`src/rtl/ppm_pkg.sv`:
```
// ----------------------------------------------------------------------------
// ppm_pkg
// shared constants, codes and the result type of the P6 stream decoder
// ----------------------------------------------------------------------------
package ppm_pkg;

    // file bytes past this count are ignored
    localparam int unsigned MAX_FILE_BYTES = 32768;
    localparam int unsigned MIN_FILE_BYTES = 11;

    // result queue
    localparam int unsigned RES_DEPTH = 4;
    localparam int unsigned RES_PTR_W = $clog2(RES_DEPTH);
    localparam int unsigned RES_CNT_W = $clog2(RES_DEPTH + 1);

    // register map
    localparam logic [1:0] REG_WINDOW_WIDTH   = 2'd0;
    localparam logic [1:0] REG_CONTENT_TOP    = 2'd1;
    localparam logic [1:0] REG_CONTENT_HEIGHT = 2'd2;

    localparam logic [9:0] RST_WINDOW_WIDTH   = 10'd400;
    localparam logic [9:0] RST_CONTENT_TOP    = 10'd22;
    localparam logic [9:0] RST_CONTENT_HEIGHT = 10'd274;

    // parse phases
    localparam logic [2:0] PH_MAGIC_P = 3'd0;
    localparam logic [2:0] PH_MAGIC_6 = 3'd1;
    localparam logic [2:0] PH_FIELD_W = 3'd2;
    localparam logic [2:0] PH_FIELD_H = 3'd3;
    localparam logic [2:0] PH_FIELD_M = 3'd4;
    localparam logic [2:0] PH_DATA    = 3'd5;
    localparam logic [2:0] PH_DONE    = 3'd6;
    localparam logic [2:0] PH_ERROR   = 3'd7;

    // status codes
    localparam logic [2:0] ST_OK        = 3'd0;
    localparam logic [2:0] ST_BAD_MAGIC = 3'd1;
    localparam logic [2:0] ST_BAD_HDR   = 3'd2;
    localparam logic [2:0] ST_BAD_MAX   = 3'd3;
    localparam logic [2:0] ST_TRUNC     = 3'd4;
    localparam logic [2:0] ST_SHORT     = 3'd5;

    // result kinds
    localparam logic KIND_PIXEL  = 1'b0;
    localparam logic KIND_STATUS = 1'b1;

    // characters
    localparam logic [7:0] CH_P     = 8'h50;
    localparam logic [7:0] CH_6     = 8'h36;
    localparam logic [7:0] CH_HASH  = 8'h23;
    localparam logic [7:0] CH_SPACE = 8'h20;
    localparam logic [7:0] CH_TAB   = 8'h09;
    localparam logic [7:0] CH_CR    = 8'h0D;
    localparam logic [7:0] CH_LF    = 8'h0A;
    localparam logic [7:0] CH_0     = 8'h30;
    localparam logic [7:0] CH_9     = 8'h39;

    localparam logic [15:0] MAXVAL_OK  = 16'd255;
    localparam logic [19:0] NUM_LIMIT  = 20'd65535;

    typedef struct packed {
        logic        kind;
        logic [9:0]  dest_x;
        logic [10:0] dest_y;
        logic [23:0] rgb;
        logic [2:0]  status;
        logic [15:0] image_width;
        logic [15:0] image_height;
        logic        last;
    } t_result;

endpackage

```
`src/rtl/ppm_p6_stream_decoder.sv`:
```
// ----------------------------------------------------------------------------
// ppm_p6_stream_decoder
// byte-serial P6 PPM parser with centered, clipped pixel placement
// ----------------------------------------------------------------------------
//  channel   direction  handshake            payload
//  -------   ---------  -------------------  ------------------------------------
//  byte in   input      i_valid / o_ready    i_data_byte, i_end_of_file
//  result    output     o_valid / i_ready    o_kind, o_dest_x, o_dest_y, o_rgb,
//                                            o_status, o_image_width,
//                                            o_image_height, o_last
//  config    input      psel/penable/pwrite  paddr, pwdata, prdata, pready
//
//  one byte is taken per cycle while o_ready is high; all parsing and pixel
//  placement is done in the cycle of acceptance and the results land in a
//  four-entry result queue; o_ready drops only while the queue holds three or
//  more results, i.e. when the output side has stalled; a beat can yield up to
//  two results (a pixel and the end-of-file status)
//  synchronous active-low reset clears parse state and queue, presets registers
//  no clearing pass, the block takes bytes from the first cycle after reset
// ----------------------------------------------------------------------------
module ppm_p6_stream_decoder
    import ppm_pkg::*;
(
    input  logic        i_clk,
    input  logic        i_rst_n,

    input  logic        i_valid,
    output logic        o_ready,
    input  logic [7:0]  i_data_byte,
    input  logic        i_end_of_file,

    output logic        o_valid,
    input  logic        i_ready,
    output logic        o_kind,
    output logic [9:0]  o_dest_x,
    output logic [10:0] o_dest_y,
    output logic [23:0] o_rgb,
    output logic [2:0]  o_status,
    output logic [15:0] o_image_width,
    output logic [15:0] o_image_height,
    output logic        o_last,

    input  logic        psel,
    input  logic        penable,
    input  logic        pwrite,
    input  logic [3:0]  paddr,
    input  logic [31:0] pwdata,
    output logic [31:0] prdata,
    output logic        pready
);

    // configuration registers
    logic [9:0] r_window_width;
    logic [9:0] r_content_top;
    logic [9:0] r_content_height;

    // parse state
    logic [2:0]  r_phase,       n_phase;
    logic        r_in_comment,  n_in_comment;
    logic [15:0] r_acc,         n_acc;
    logic        r_digit_seen,  n_digit_seen;
    logic [15:0] r_width,       n_width;
    logic [15:0] r_height,      n_height;
    logic [15:0] r_byte_count,  n_byte_count;
    logic [1:0]  r_chan,        n_chan;
    logic [15:0] r_partial,     n_partial;
    logic [15:0] r_col,         n_col;
    logic [15:0] r_row,         n_row;
    logic [2:0]  r_err,         n_err;

    // result queue
    t_result                r_queue [RES_DEPTH];
    logic [RES_PTR_W-1:0]   r_wr_ptr;
    logic [RES_PTR_W-1:0]   r_rd_ptr;
    logic [RES_CNT_W-1:0]   r_count;

    logic       in_beat;
    logic       out_beat;
    logic       cfg_write;
    logic       push_pix;
    logic       push_stat;
    logic       field_cont;
    logic [2:0] stat_code;
    t_result    pix_res;
    t_result    stat_res;

    // byte classes
    logic        is_digit;
    logic        is_space;
    logic [19:0] acc_next;

    // placement
    logic [9:0]  draw_w;
    logic [9:0]  draw_h;
    logic [9:0]  off_x;
    logic [8:0]  half_y;
    logic [11:0] pos_y;
    logic        pix_inside;

    logic [RES_PTR_W-1:0] stat_slot;
    logic [RES_CNT_W-1:0] push_cnt;

    assign in_beat   = i_valid & o_ready;
    assign out_beat  = o_valid & i_ready;
    assign cfg_write = psel & penable & pwrite & pready;
    assign pready    = 1'b1;

    // room for the worst case of two results per beat
    assign o_ready = (r_count <= RES_CNT_W'(RES_DEPTH - 2));
    assign o_valid = (r_count != '0);

    assign is_digit = (i_data_byte >= CH_0) && (i_data_byte <= CH_9);
    assign is_space = (i_data_byte == CH_SPACE) || (i_data_byte == CH_TAB)
                   || (i_data_byte == CH_CR) || (i_data_byte == CH_LF);
    // acc * 10 + digit, wide enough to see an overflow past 16 bits
    assign acc_next = ({4'd0, r_acc} << 3) + ({4'd0, r_acc} << 1)
                    + {16'd0, i_data_byte[3:0]};

    // clip to the window and the content area, center what remains
    assign draw_w = (r_width < {6'd0, r_window_width}) ? r_width[9:0] : r_window_width;
    assign draw_h = (r_height < {6'd0, r_content_height}) ? r_height[9:0]
                                                           : r_content_height;
    assign off_x  = (r_window_width - draw_w) >> 1;
    assign half_y = 9'((r_content_height - draw_h) >> 1);
    assign pos_y  = {2'd0, r_content_top} + {3'd0, half_y} + {2'd0, r_row[9:0]};
    assign pix_inside = (r_col < {6'd0, draw_w}) && (r_row < {6'd0, draw_h});

    always_comb begin
        pix_res.kind         = KIND_PIXEL;
        pix_res.dest_x       = off_x + r_col[9:0];
        pix_res.dest_y       = pos_y[10:0];
        pix_res.rgb          = {r_partial, i_data_byte};
        pix_res.status       = ST_OK;
        pix_res.image_width  = '0;
        pix_res.image_height = '0;
        pix_res.last         = 1'b0;
    end

    // parse step for one accepted beat
    always_comb begin
        n_phase      = r_phase;
        n_in_comment = r_in_comment;
        n_acc        = r_acc;
        n_digit_seen = r_digit_seen;
        n_width      = r_width;
        n_height     = r_height;
        n_byte_count = r_byte_count;
        n_chan       = r_chan;
        n_partial    = r_partial;
        n_col        = r_col;
        n_row        = r_row;
        n_err        = r_err;
        push_pix     = 1'b0;
        push_stat    = 1'b0;
        field_cont   = 1'b0;
        stat_code    = ST_OK;

        if (in_beat) begin
            if (r_byte_count < 16'(MAX_FILE_BYTES)) begin
                n_byte_count = r_byte_count + 16'd1;
                case (r_phase)
                    PH_MAGIC_P: begin
                        if (i_data_byte == CH_P) begin
                            n_phase = PH_MAGIC_6;
                        end else begin
                            n_phase = PH_ERROR;
                            n_err   = ST_BAD_MAGIC;
                        end
                    end
                    PH_MAGIC_6: begin
                        if (i_data_byte == CH_6) begin
                            n_phase = PH_FIELD_W;
                        end else begin
                            n_phase = PH_ERROR;
                            n_err   = ST_BAD_MAGIC;
                        end
                    end
                    PH_FIELD_W, PH_FIELD_H, PH_FIELD_M: begin
                        field_cont = 1'b1;
                        if (r_digit_seen) begin
                            if (is_digit) begin
                                field_cont = 1'b0;
                                n_acc      = acc_next[15:0];
                                if (acc_next > NUM_LIMIT) begin
                                    n_phase = PH_ERROR;
                                    n_err   = ST_BAD_HDR;
                                end
                            end else begin
                                // number ends on this byte
                                n_digit_seen = 1'b0;
                                n_acc        = '0;
                                if (r_acc == '0) begin
                                    field_cont = 1'b0;
                                    n_phase    = PH_ERROR;
                                    n_err      = ST_BAD_HDR;
                                end else if (r_phase == PH_FIELD_W) begin
                                    n_width = r_acc;
                                    n_phase = PH_FIELD_H;
                                end else if (r_phase == PH_FIELD_H) begin
                                    n_height = r_acc;
                                    n_phase  = PH_FIELD_M;
                                end else begin
                                    // maxval: the ending byte is the single separator
                                    field_cont = 1'b0;
                                    if (r_acc != MAXVAL_OK) begin
                                        n_phase = PH_ERROR;
                                        n_err   = ST_BAD_MAX;
                                    end else begin
                                        n_phase = PH_DATA;
                                    end
                                end
                            end
                        end
                        if (field_cont) begin
                            if (r_in_comment) begin
                                if (i_data_byte == CH_LF) begin
                                    n_in_comment = 1'b0;
                                end
                            end else if (is_space) begin
                                n_in_comment = r_in_comment;
                            end else if (i_data_byte == CH_HASH) begin
                                n_in_comment = 1'b1;
                            end else if (is_digit) begin
                                n_digit_seen = 1'b1;
                                n_acc        = {12'd0, i_data_byte[3:0]};
                            end else begin
                                n_phase = PH_ERROR;
                                n_err   = ST_BAD_HDR;
                            end
                        end
                    end
                    PH_DATA: begin
                        case (r_chan)
                            2'd1: begin
                                n_partial = {r_partial[7:0], i_data_byte};
                                n_chan    = 2'd2;
                            end
                            2'd2: begin
                                n_chan    = 2'd0;
                                n_partial = '0;
                                push_pix  = pix_inside;
                                if ((r_col + 16'd1) >= r_width) begin
                                    n_col = '0;
                                    n_row = r_row + 16'd1;
                                    if ((r_row + 16'd1) >= r_height) begin
                                        n_phase = PH_DONE;
                                    end
                                end else begin
                                    n_col = r_col + 16'd1;
                                end
                            end
                            default: begin
                                n_partial = {8'd0, i_data_byte};
                                n_chan    = 2'd1;
                            end
                        endcase
                    end
                    default: begin
                        n_phase = r_phase;
                    end
                endcase
            end

            if (i_end_of_file) begin
                push_stat = 1'b1;
                if (n_byte_count < 16'(MIN_FILE_BYTES)) begin
                    stat_code = ST_SHORT;
                end else begin
                    case (n_phase)
                        PH_ERROR:   stat_code = n_err;
                        PH_MAGIC_P: stat_code = ST_BAD_MAGIC;
                        PH_MAGIC_6: stat_code = ST_BAD_MAGIC;
                        PH_FIELD_M: begin
                            if (!n_digit_seen || (n_acc == '0)) begin
                                stat_code = ST_BAD_HDR;
                            end else if (n_acc != MAXVAL_OK) begin
                                stat_code = ST_BAD_MAX;
                            end else begin
                                stat_code = ST_TRUNC;
                            end
                        end
                        PH_DATA:    stat_code = ST_TRUNC;
                        PH_DONE:    stat_code = ST_OK;
                        default:    stat_code = ST_BAD_HDR;
                    endcase
                end
                // next byte starts a new file
                n_phase      = PH_MAGIC_P;
                n_in_comment = 1'b0;
                n_acc        = '0;
                n_digit_seen = 1'b0;
                n_width      = '0;
                n_height     = '0;
                n_byte_count = '0;
                n_chan       = 2'd0;
                n_partial    = '0;
                n_col        = '0;
                n_row        = '0;
                n_err        = ST_OK;
            end
        end
    end

    always_comb begin
        stat_res.kind         = KIND_STATUS;
        stat_res.dest_x       = '0;
        stat_res.dest_y       = '0;
        stat_res.rgb          = '0;
        stat_res.status       = stat_code;
        stat_res.image_width  = n_width;
        stat_res.image_height = n_height;
        stat_res.last         = 1'b1;
        if (i_end_of_file) begin
            // sizes as seen before the clear
            stat_res.image_width  = (r_phase == PH_FIELD_W && r_digit_seen && !is_digit
                                     && r_acc != '0 && r_byte_count < 16'(MAX_FILE_BYTES))
                                    ? r_acc : r_width;
            stat_res.image_height = (r_phase == PH_FIELD_H && r_digit_seen && !is_digit
                                     && r_acc != '0 && r_byte_count < 16'(MAX_FILE_BYTES))
                                    ? r_acc : r_height;
        end
    end

    // status goes behind the pixel of the same beat
    assign stat_slot = r_wr_ptr + RES_PTR_W'(push_pix);
    assign push_cnt  = RES_CNT_W'(push_pix) + RES_CNT_W'(push_stat);

    always_ff @(posedge i_clk) begin
        if (push_pix) begin
            r_queue[r_wr_ptr] <= pix_res;
        end
        if (push_stat) begin
            r_queue[stat_slot] <= stat_res;
        end
    end

    always_ff @(posedge i_clk) begin
        if (!i_rst_n) begin
            r_wr_ptr <= '0;
            r_rd_ptr <= '0;
            r_count  <= '0;
        end else begin
            r_wr_ptr <= r_wr_ptr + RES_PTR_W'(push_cnt);
            if (out_beat) begin
                r_rd_ptr <= r_rd_ptr + RES_PTR_W'(1);
            end
            r_count <= r_count + push_cnt - RES_CNT_W'(out_beat);
        end
    end

    always_ff @(posedge i_clk) begin
        if (!i_rst_n) begin
            r_phase      <= PH_MAGIC_P;
            r_in_comment <= 1'b0;
            r_acc        <= '0;
            r_digit_seen <= 1'b0;
            r_width      <= '0;
            r_height     <= '0;
            r_byte_count <= '0;
            r_chan       <= 2'd0;
            r_partial    <= '0;
            r_col        <= '0;
            r_row        <= '0;
            r_err        <= ST_OK;
        end else begin
            r_phase      <= n_phase;
            r_in_comment <= n_in_comment;
            r_acc        <= n_acc;
            r_digit_seen <= n_digit_seen;
            r_width      <= n_width;
            r_height     <= n_height;
            r_byte_count <= n_byte_count;
            r_chan       <= n_chan;
            r_partial    <= n_partial;
            r_col        <= n_col;
            r_row        <= n_row;
            r_err        <= n_err;
        end
    end

    // configuration writes, word address in paddr[3:2]
    always_ff @(posedge i_clk) begin
        if (!i_rst_n) begin
            r_window_width   <= RST_WINDOW_WIDTH;
            r_content_top    <= RST_CONTENT_TOP;
            r_content_height <= RST_CONTENT_HEIGHT;
        end else if (cfg_write) begin
            case (paddr[3:2])
                REG_WINDOW_WIDTH:   r_window_width   <= pwdata[9:0];
                REG_CONTENT_TOP:    r_content_top    <= pwdata[9:0];
                REG_CONTENT_HEIGHT: r_content_height <= pwdata[9:0];
                default:            r_window_width   <= r_window_width;
            endcase
        end
    end

    always_comb begin
        case (paddr[3:2])
            REG_WINDOW_WIDTH:   prdata = {22'd0, r_window_width};
            REG_CONTENT_TOP:    prdata = {22'd0, r_content_top};
            REG_CONTENT_HEIGHT: prdata = {22'd0, r_content_height};
            default:            prdata = '0;
        endcase
    end

    // head of the result queue
    assign o_kind         = r_queue[r_rd_ptr].kind;
    assign o_dest_x       = r_queue[r_rd_ptr].dest_x;
    assign o_dest_y       = r_queue[r_rd_ptr].dest_y;
    assign o_rgb          = r_queue[r_rd_ptr].rgb;
    assign o_status       = r_queue[r_rd_ptr].status;
    assign o_image_width  = r_queue[r_rd_ptr].image_width;
    assign o_image_height = r_queue[r_rd_ptr].image_height;
    assign o_last         = r_queue[r_rd_ptr].last;

endmodule
```
`config.mk`:
```
export PLATFORM = sky130hd
export DESIGN_NAME = ppm_p6_stream_decoder
export DESIGN_NICKNAME = d
export VERILOG_FILES = /design/src/rtl/ppm_pkg.sv /design/src/rtl/ppm_p6_stream_decoder.sv
export SDC_FILE = /design/constraint.sdc
export NUM_CORES = 1
export LEC_CHECK = 0
export BUFFER_PORTS_ARGS = -buffer_cell sky130_fd_sc_hd__buf_4
export CORE_UTILIZATION = 50
export CTS_BUF_LIST = sky130_fd_sc_hd__clkbuf_4 sky130_fd_sc_hd__clkbuf_8
export CTS_CLUSTER_DIAMETER = 150
export DETAILED_ROUTE_END_ITERATION = 10
export PLACE_DENSITY = 0.71
export SYNTH_ARGS = -nofsm -noshare
export SYNTH_HDL_FRONTEND = slang
export SYNTH_SLANG_ARGS = --single-unit
```
`constraint.sdc`:
```
create_clock -name i_clk -period 5.6 [get_ports i_clk]
set_input_delay 0.84 -clock i_clk [delete_from_list [all_inputs] [get_ports i_clk]]
set_output_delay 0.84 -clock i_clk [all_outputs]
set_load 0.02 [all_outputs]
```
---- After elaboration in Yosys (flattened, before gate mapping) ----
Memory sizes are Yosys's and may differ from the RTL's. A register that Yosys moved wholly into a read port is not among the register bits.
Cells that the tools add are included.
cells by class
  $add $sub $neg .......................... 16
  order comparisons ....................... 12
  reduce and logical (&&, ||, !) cells .... 38
  eq/ne operators ......................... 23
  multiplexer cells ....................... 138
  bitwise operators ....................... 4
operators by type and width
  cell                     number
  $mux W16                 46
  $mux W3                  39
  $lt A16 B10 Y1           4
  $add A16 B1 Y16 const B  3
  $mux W1                  37
  $ge A16 B16 Y1           2
  $logic_not A16 Y1        2
  $mux W32                 1
  $ne A16 B8 Y1 const B    2
  $pmux W16 S2             1
  $pmux W10 S3             1
  $eq A8 B4 Y1 const B     3
  $eq A8 B6 Y1 const B     3
  $add A19 B17 Y20         1
  $add A20 B4 Y20          1
  $gt A20 B16 Y1 const B   1
  $mux W10                 2
  $sub A10 B10 Y10         2
  $eq A3 B3 Y1 const B     6
  $lt A16 B16 Y1 const B   1
  $lt A16 B4 Y1 const B    1
  $reduce_bool A16 Y1      1
  $pmux W3 S5              1
  $mux W2                  7
  34 further kinds         63
word-level totals
  RAM bits ................................ 328
  input bits .............................. 52
  flip-flop bits (word level) ............. 159
  output and inout port bits .............. 117
  memories ................................ 1
  word-level logic and storage cells ...... 250
memory list
  memory   words  bits a word  rd ports  clocked after memory_dff  write ports  RTL line                     text
  r_queue  4      82           1         1                         2            ppm_p6_stream_decoder.sv:72  t_result r_queue [RES_DEPTH];

---- Longest topological paths before layout ----
  depth after elaboration ................. 21
  gate-level depth with buffers ........... 31
  mapped depth without buffers ............ 30

---- Worst setup path after synthesis ----
No wires, ideal clock.
  path type ............................... register -> register
  from .................................... register r_window_width[1]
  to ...................................... memory r_queue[2][10] (netlist bit), enable pin
  period minus slack after synthesis ...... 5770 ps
  path buffers ............................ 5
  library setup time ...................... 497 ps
  path slack .............................. -170 ps
  arrival ................................. 5273 ps
  required time ........................... 5103 ps
  cell stages (with the launch flop) ...... 25
  cell sequence ........................... dfxtp_1 -> inv_1 -> ha_1 -> a21o_1 -> a21o_1 -> a21o_1 -> a211o_1 -> a21oi_2 -> buf_1 -> clkbuf_1 -> a21oi_1 -> ha_1 -> nand4_1 -> nor2_1 -> nor2_1 -> a21o_1 -> and3_1 -> and3_1 -> ha_1 -> clkbuf_1 -> nor2_1 -> nand2_1 -> clkbuf_1 -> clkbuf_1 -> nand2_1
RTL lines
  item                      RTL line                      text
  start: declaration        ppm_p6_stream_decoder.sv:53   logic [9:0] r_window_width;
  start signal: assignment  ppm_p6_stream_decoder.sv:389  REG_WINDOW_WIDTH: r_window_width <= pwdata[9:0];
  start signal: assignment  ppm_p6_stream_decoder.sv:392  default: r_window_width <= r_window_width;
  end: declaration          ppm_p6_stream_decoder.sv:72

==> results.txt <==
Min cycle time layout: 5300 ps
Hpwl dp: 55,400 um
Avg Synthesized Cell Area: 9.22 um2
DRT antenna net count: 0
Final Hold Violating Endpoints: 0
FFs w/ async S/R, synth: 0%
IO Port Bufs: 121
Synthesized area: 0.0269 mm2
CP endpoint kind: register
Total grt overflow: 0
Worst Path Required: 6210 ps
GRT Overall Usage: 29.9%
# DRC: 18
Core Rows: 84
CP max FO: 4
Final core occ: 57.9%
Top cells by area in the synthesized netlist: dfxtp_1 26%, edfxtp_1 16%, mux4_2 6.8%
Layout cell share with drive strength beyond 1: 16.3%
Commonest non-fill, non-tap cells in the layout: 362 x nand3_1, 343 x dfxtp_1, 276 x nand2_1
CTS tree: built
Routed vias: 23,400
Htree depth: 3
Leak pwr: 12.1 nW
Cell type with the highest aggregate area in the netlist: dfxtp_1
Most used cell, CP: a21oi_2
Mux share of post-synthesis cell area: 8.78%
Router iterations before antenna repair: 9
Max-cap violation count: 0
Clock buffer depth: 3
Yosys reg bits: 485
Die width: 234 um
Initial antenna violation count: 0
Post-synthesis simple-gate area fraction: 20.7%
Failing checks: design-rule violations
# setup viols final: 0
Post-synth top area share: 25.6%
Unique masters post-synth: 78
WHS Path Cells: 3
Final period util: 94.7%
PD cells: 280 mW/mm2
Pins Over Slew Limit: 0
Worst Path Arrival: 5920 ps
I/O pin cnt: 169
Register area share after synthesis: 41.2%
Nets: 3,234
Vias in the first global route: 22,400
Area Growth Syn to Fin: 13.6%
First-pass GRT wire length: 127,000 um
CP Class: reg2reg
CTS Sinks: 485
Status: finished with violations
Synth warnings: 0
Num CTS Buffers: 84
Worst reg2reg path depth: 31
Post-synth EDFFs: 140
Core area: 0.0529 mm2
Pin count of the biggest net entering global routing: 114
Area of the multi-input gates: 0.0147 mm2
Hold crit path type: in2reg
Layout Skew: 28.9 ps
Register area: 0.0111 mm2
Worst path max stage delay: 500 ps
Hold buffer count at cts: 0
Avg WL per Cell: 21.9 um
Slowest CP cell: fa_1
Fraction of the mapped netlist area in adder cells: 7.92%
Final WL: 82,500 um
Worst Setup Start Kind: register
Post-synthesis xor/xnor area fraction: 2.79%
Initial Utilization: 51.0%
1st-iter DRT viols: 2,471
Vias/cell: 6.20
Layout fillers: 4,525
Max_slew headroom: 13.8%
Clock Latency Late Sink: 680 ps
CTS clk-pin slew, worst paths: 60 ps
Power, Total: 0.00858 W
Peak VDD IR: 0.207 mV
Synth Flop Type: dfxtp_1
Peak Freq: 0.189 GHz
DIE AREA: 0.0548 mm2
Die height: 234 um
Syn Inst Count: 2,922
Global placer's final weighted congestion: 0.946
Least-Margin Pin Slew: 1280 ps
Largest family of logic cells by synthesized area: simple AND/OR/NAND/NOR gates
Synth Area in Compound Gates: 13.1%
Most common cell after layout, fill and taps aside: nand3_1
Root buf cell: clkbuf_8
## metrics by stage
stage / area (um2) / worst slack [ps] / instances / hold WS [ps] / setup TNS, ps
final: 30600 / 295 / 3771 / 426 / 0
after global routing: 30600 / -74.8 / 3769 / 414 / -190
after CTS: 30400 / 7.23 / 3765 / 384 / 0
after detailed placement: 28700 / -140 / 3619 / 436 / -884
after global placement: 28700 / -53.8 / 3619 / 427 / -187
after floorplan: 27000 / 66.6 / 2943 / 418 / 0
## registers in the layout, indices dropped and copies added (netlist names), 3 cells and up, named ones only
name and count:
r_count 3, r_content_top 10, r_partial 16, r_width 16, r_col 16, r_err 3
r_byte_count 16, r_queue 324, r_acc 16, r_height 16, r_row 16, r_content_height 10
r_window_width 10, r_phase 3
## power by group
group,total [W],internal (W),leakage [nW],switching (W)
Sequential,0.00383,0.00368,4.01,0.000145
Clock,0.00333,0.00181,0.909,0.00152
Combinational,0.00142,0.000575,7.14,0.000846
## synthesized netlist by cell type (17+ instances only)
master / number
and3_1: 17
mux2i_1: 53
nand2_1: 282
buf_1: 19
o22ai_1: 23
dfxtp_1: 345
a21oi_1: 88
a21boi_0: 29
edfxtp_1: 140
xnor2_1: 58
a21o_1: 28
a22oi_1: 68
nor2_1: 236
nand4_1: 25
nor2b_1: 76
xor2_1: 28
mux4_2: 81
nor3_1: 43
inv_1: 134
nand3_1: 364
o31ai_1: 57
buf_4: 24
and2_1: 50
ha_1: 145
clkbuf_1: 166
nor4_1: 23
o21ai_0: 98
## worst max-delay path: cells and delay by family (launching register included)
kind,cells,cell delay [ps]
XOR/XNOR,2,390
buffers and inverters,6,570
AO/OA/AOI/OAI,14,2150
adder cells (fa/ha/maj),4,1330
AND/OR/NAND/NOR,5,480
flip-flops,1,340
## worst paths after layout
kind | start | slack (ps) | to
max | r_content_height[4] | 300 | r_queue[2][70]
max reg2reg | r_content_height[4] | 300 | r_queue[2][70]
min reg2reg | r_queue[2][53] | 450 | r_queue[2][53]
min | pwdata[1] | 430 | r_content_top[1]
## metal layers
layer	vias to the layer above	global-route usage (%)	share of wire [%]	wire length (um)
li1	10700	-	-	-
met1	11500	40.2	42	34800
met2	1024	48.1	47	38800
met3	191	4.80	7.4	6140
met4	0	11.5	3.4	2800
met5	-	0	0	0
## area by class of cell
class | instances | area share, %
clock buffer | 113 | 4.67
antenna | 2 | 0.0163
clock inverter | 33 | 0.879
timing repair buffer | 216 | 5.58
inverter | 134 | 1.64
tap | 688 | 2.81
multi-input combinational | 2100 | 48.1
sequential | 485 | 36.3
## kinds of logic (layout without fill, tap and decap cells)
| family | count (synthesis) | count (layout) |
|---|---|---|
| simple gates | 1169 | 1169 |
| other cells | 2 | 25 |
| xor+xnor | 86 | 86 |
| flops | 485 | 485 |
| compound gates | 526 | 526 |
| fa+ha+maj | 161 | 161 |
| mux | 135 | 135 |
| buf+inv | 358 | 496 |
## timing repair
item / CTS / global route
buffers inserted: 0 / 4
endpoints found under the hold margin: 0 / 0
resized for setup: 1 / 35
setup endpoints to repair: 12 / 284
pin swaps: 0 / 13
Power figures use the tool's default switching activity.
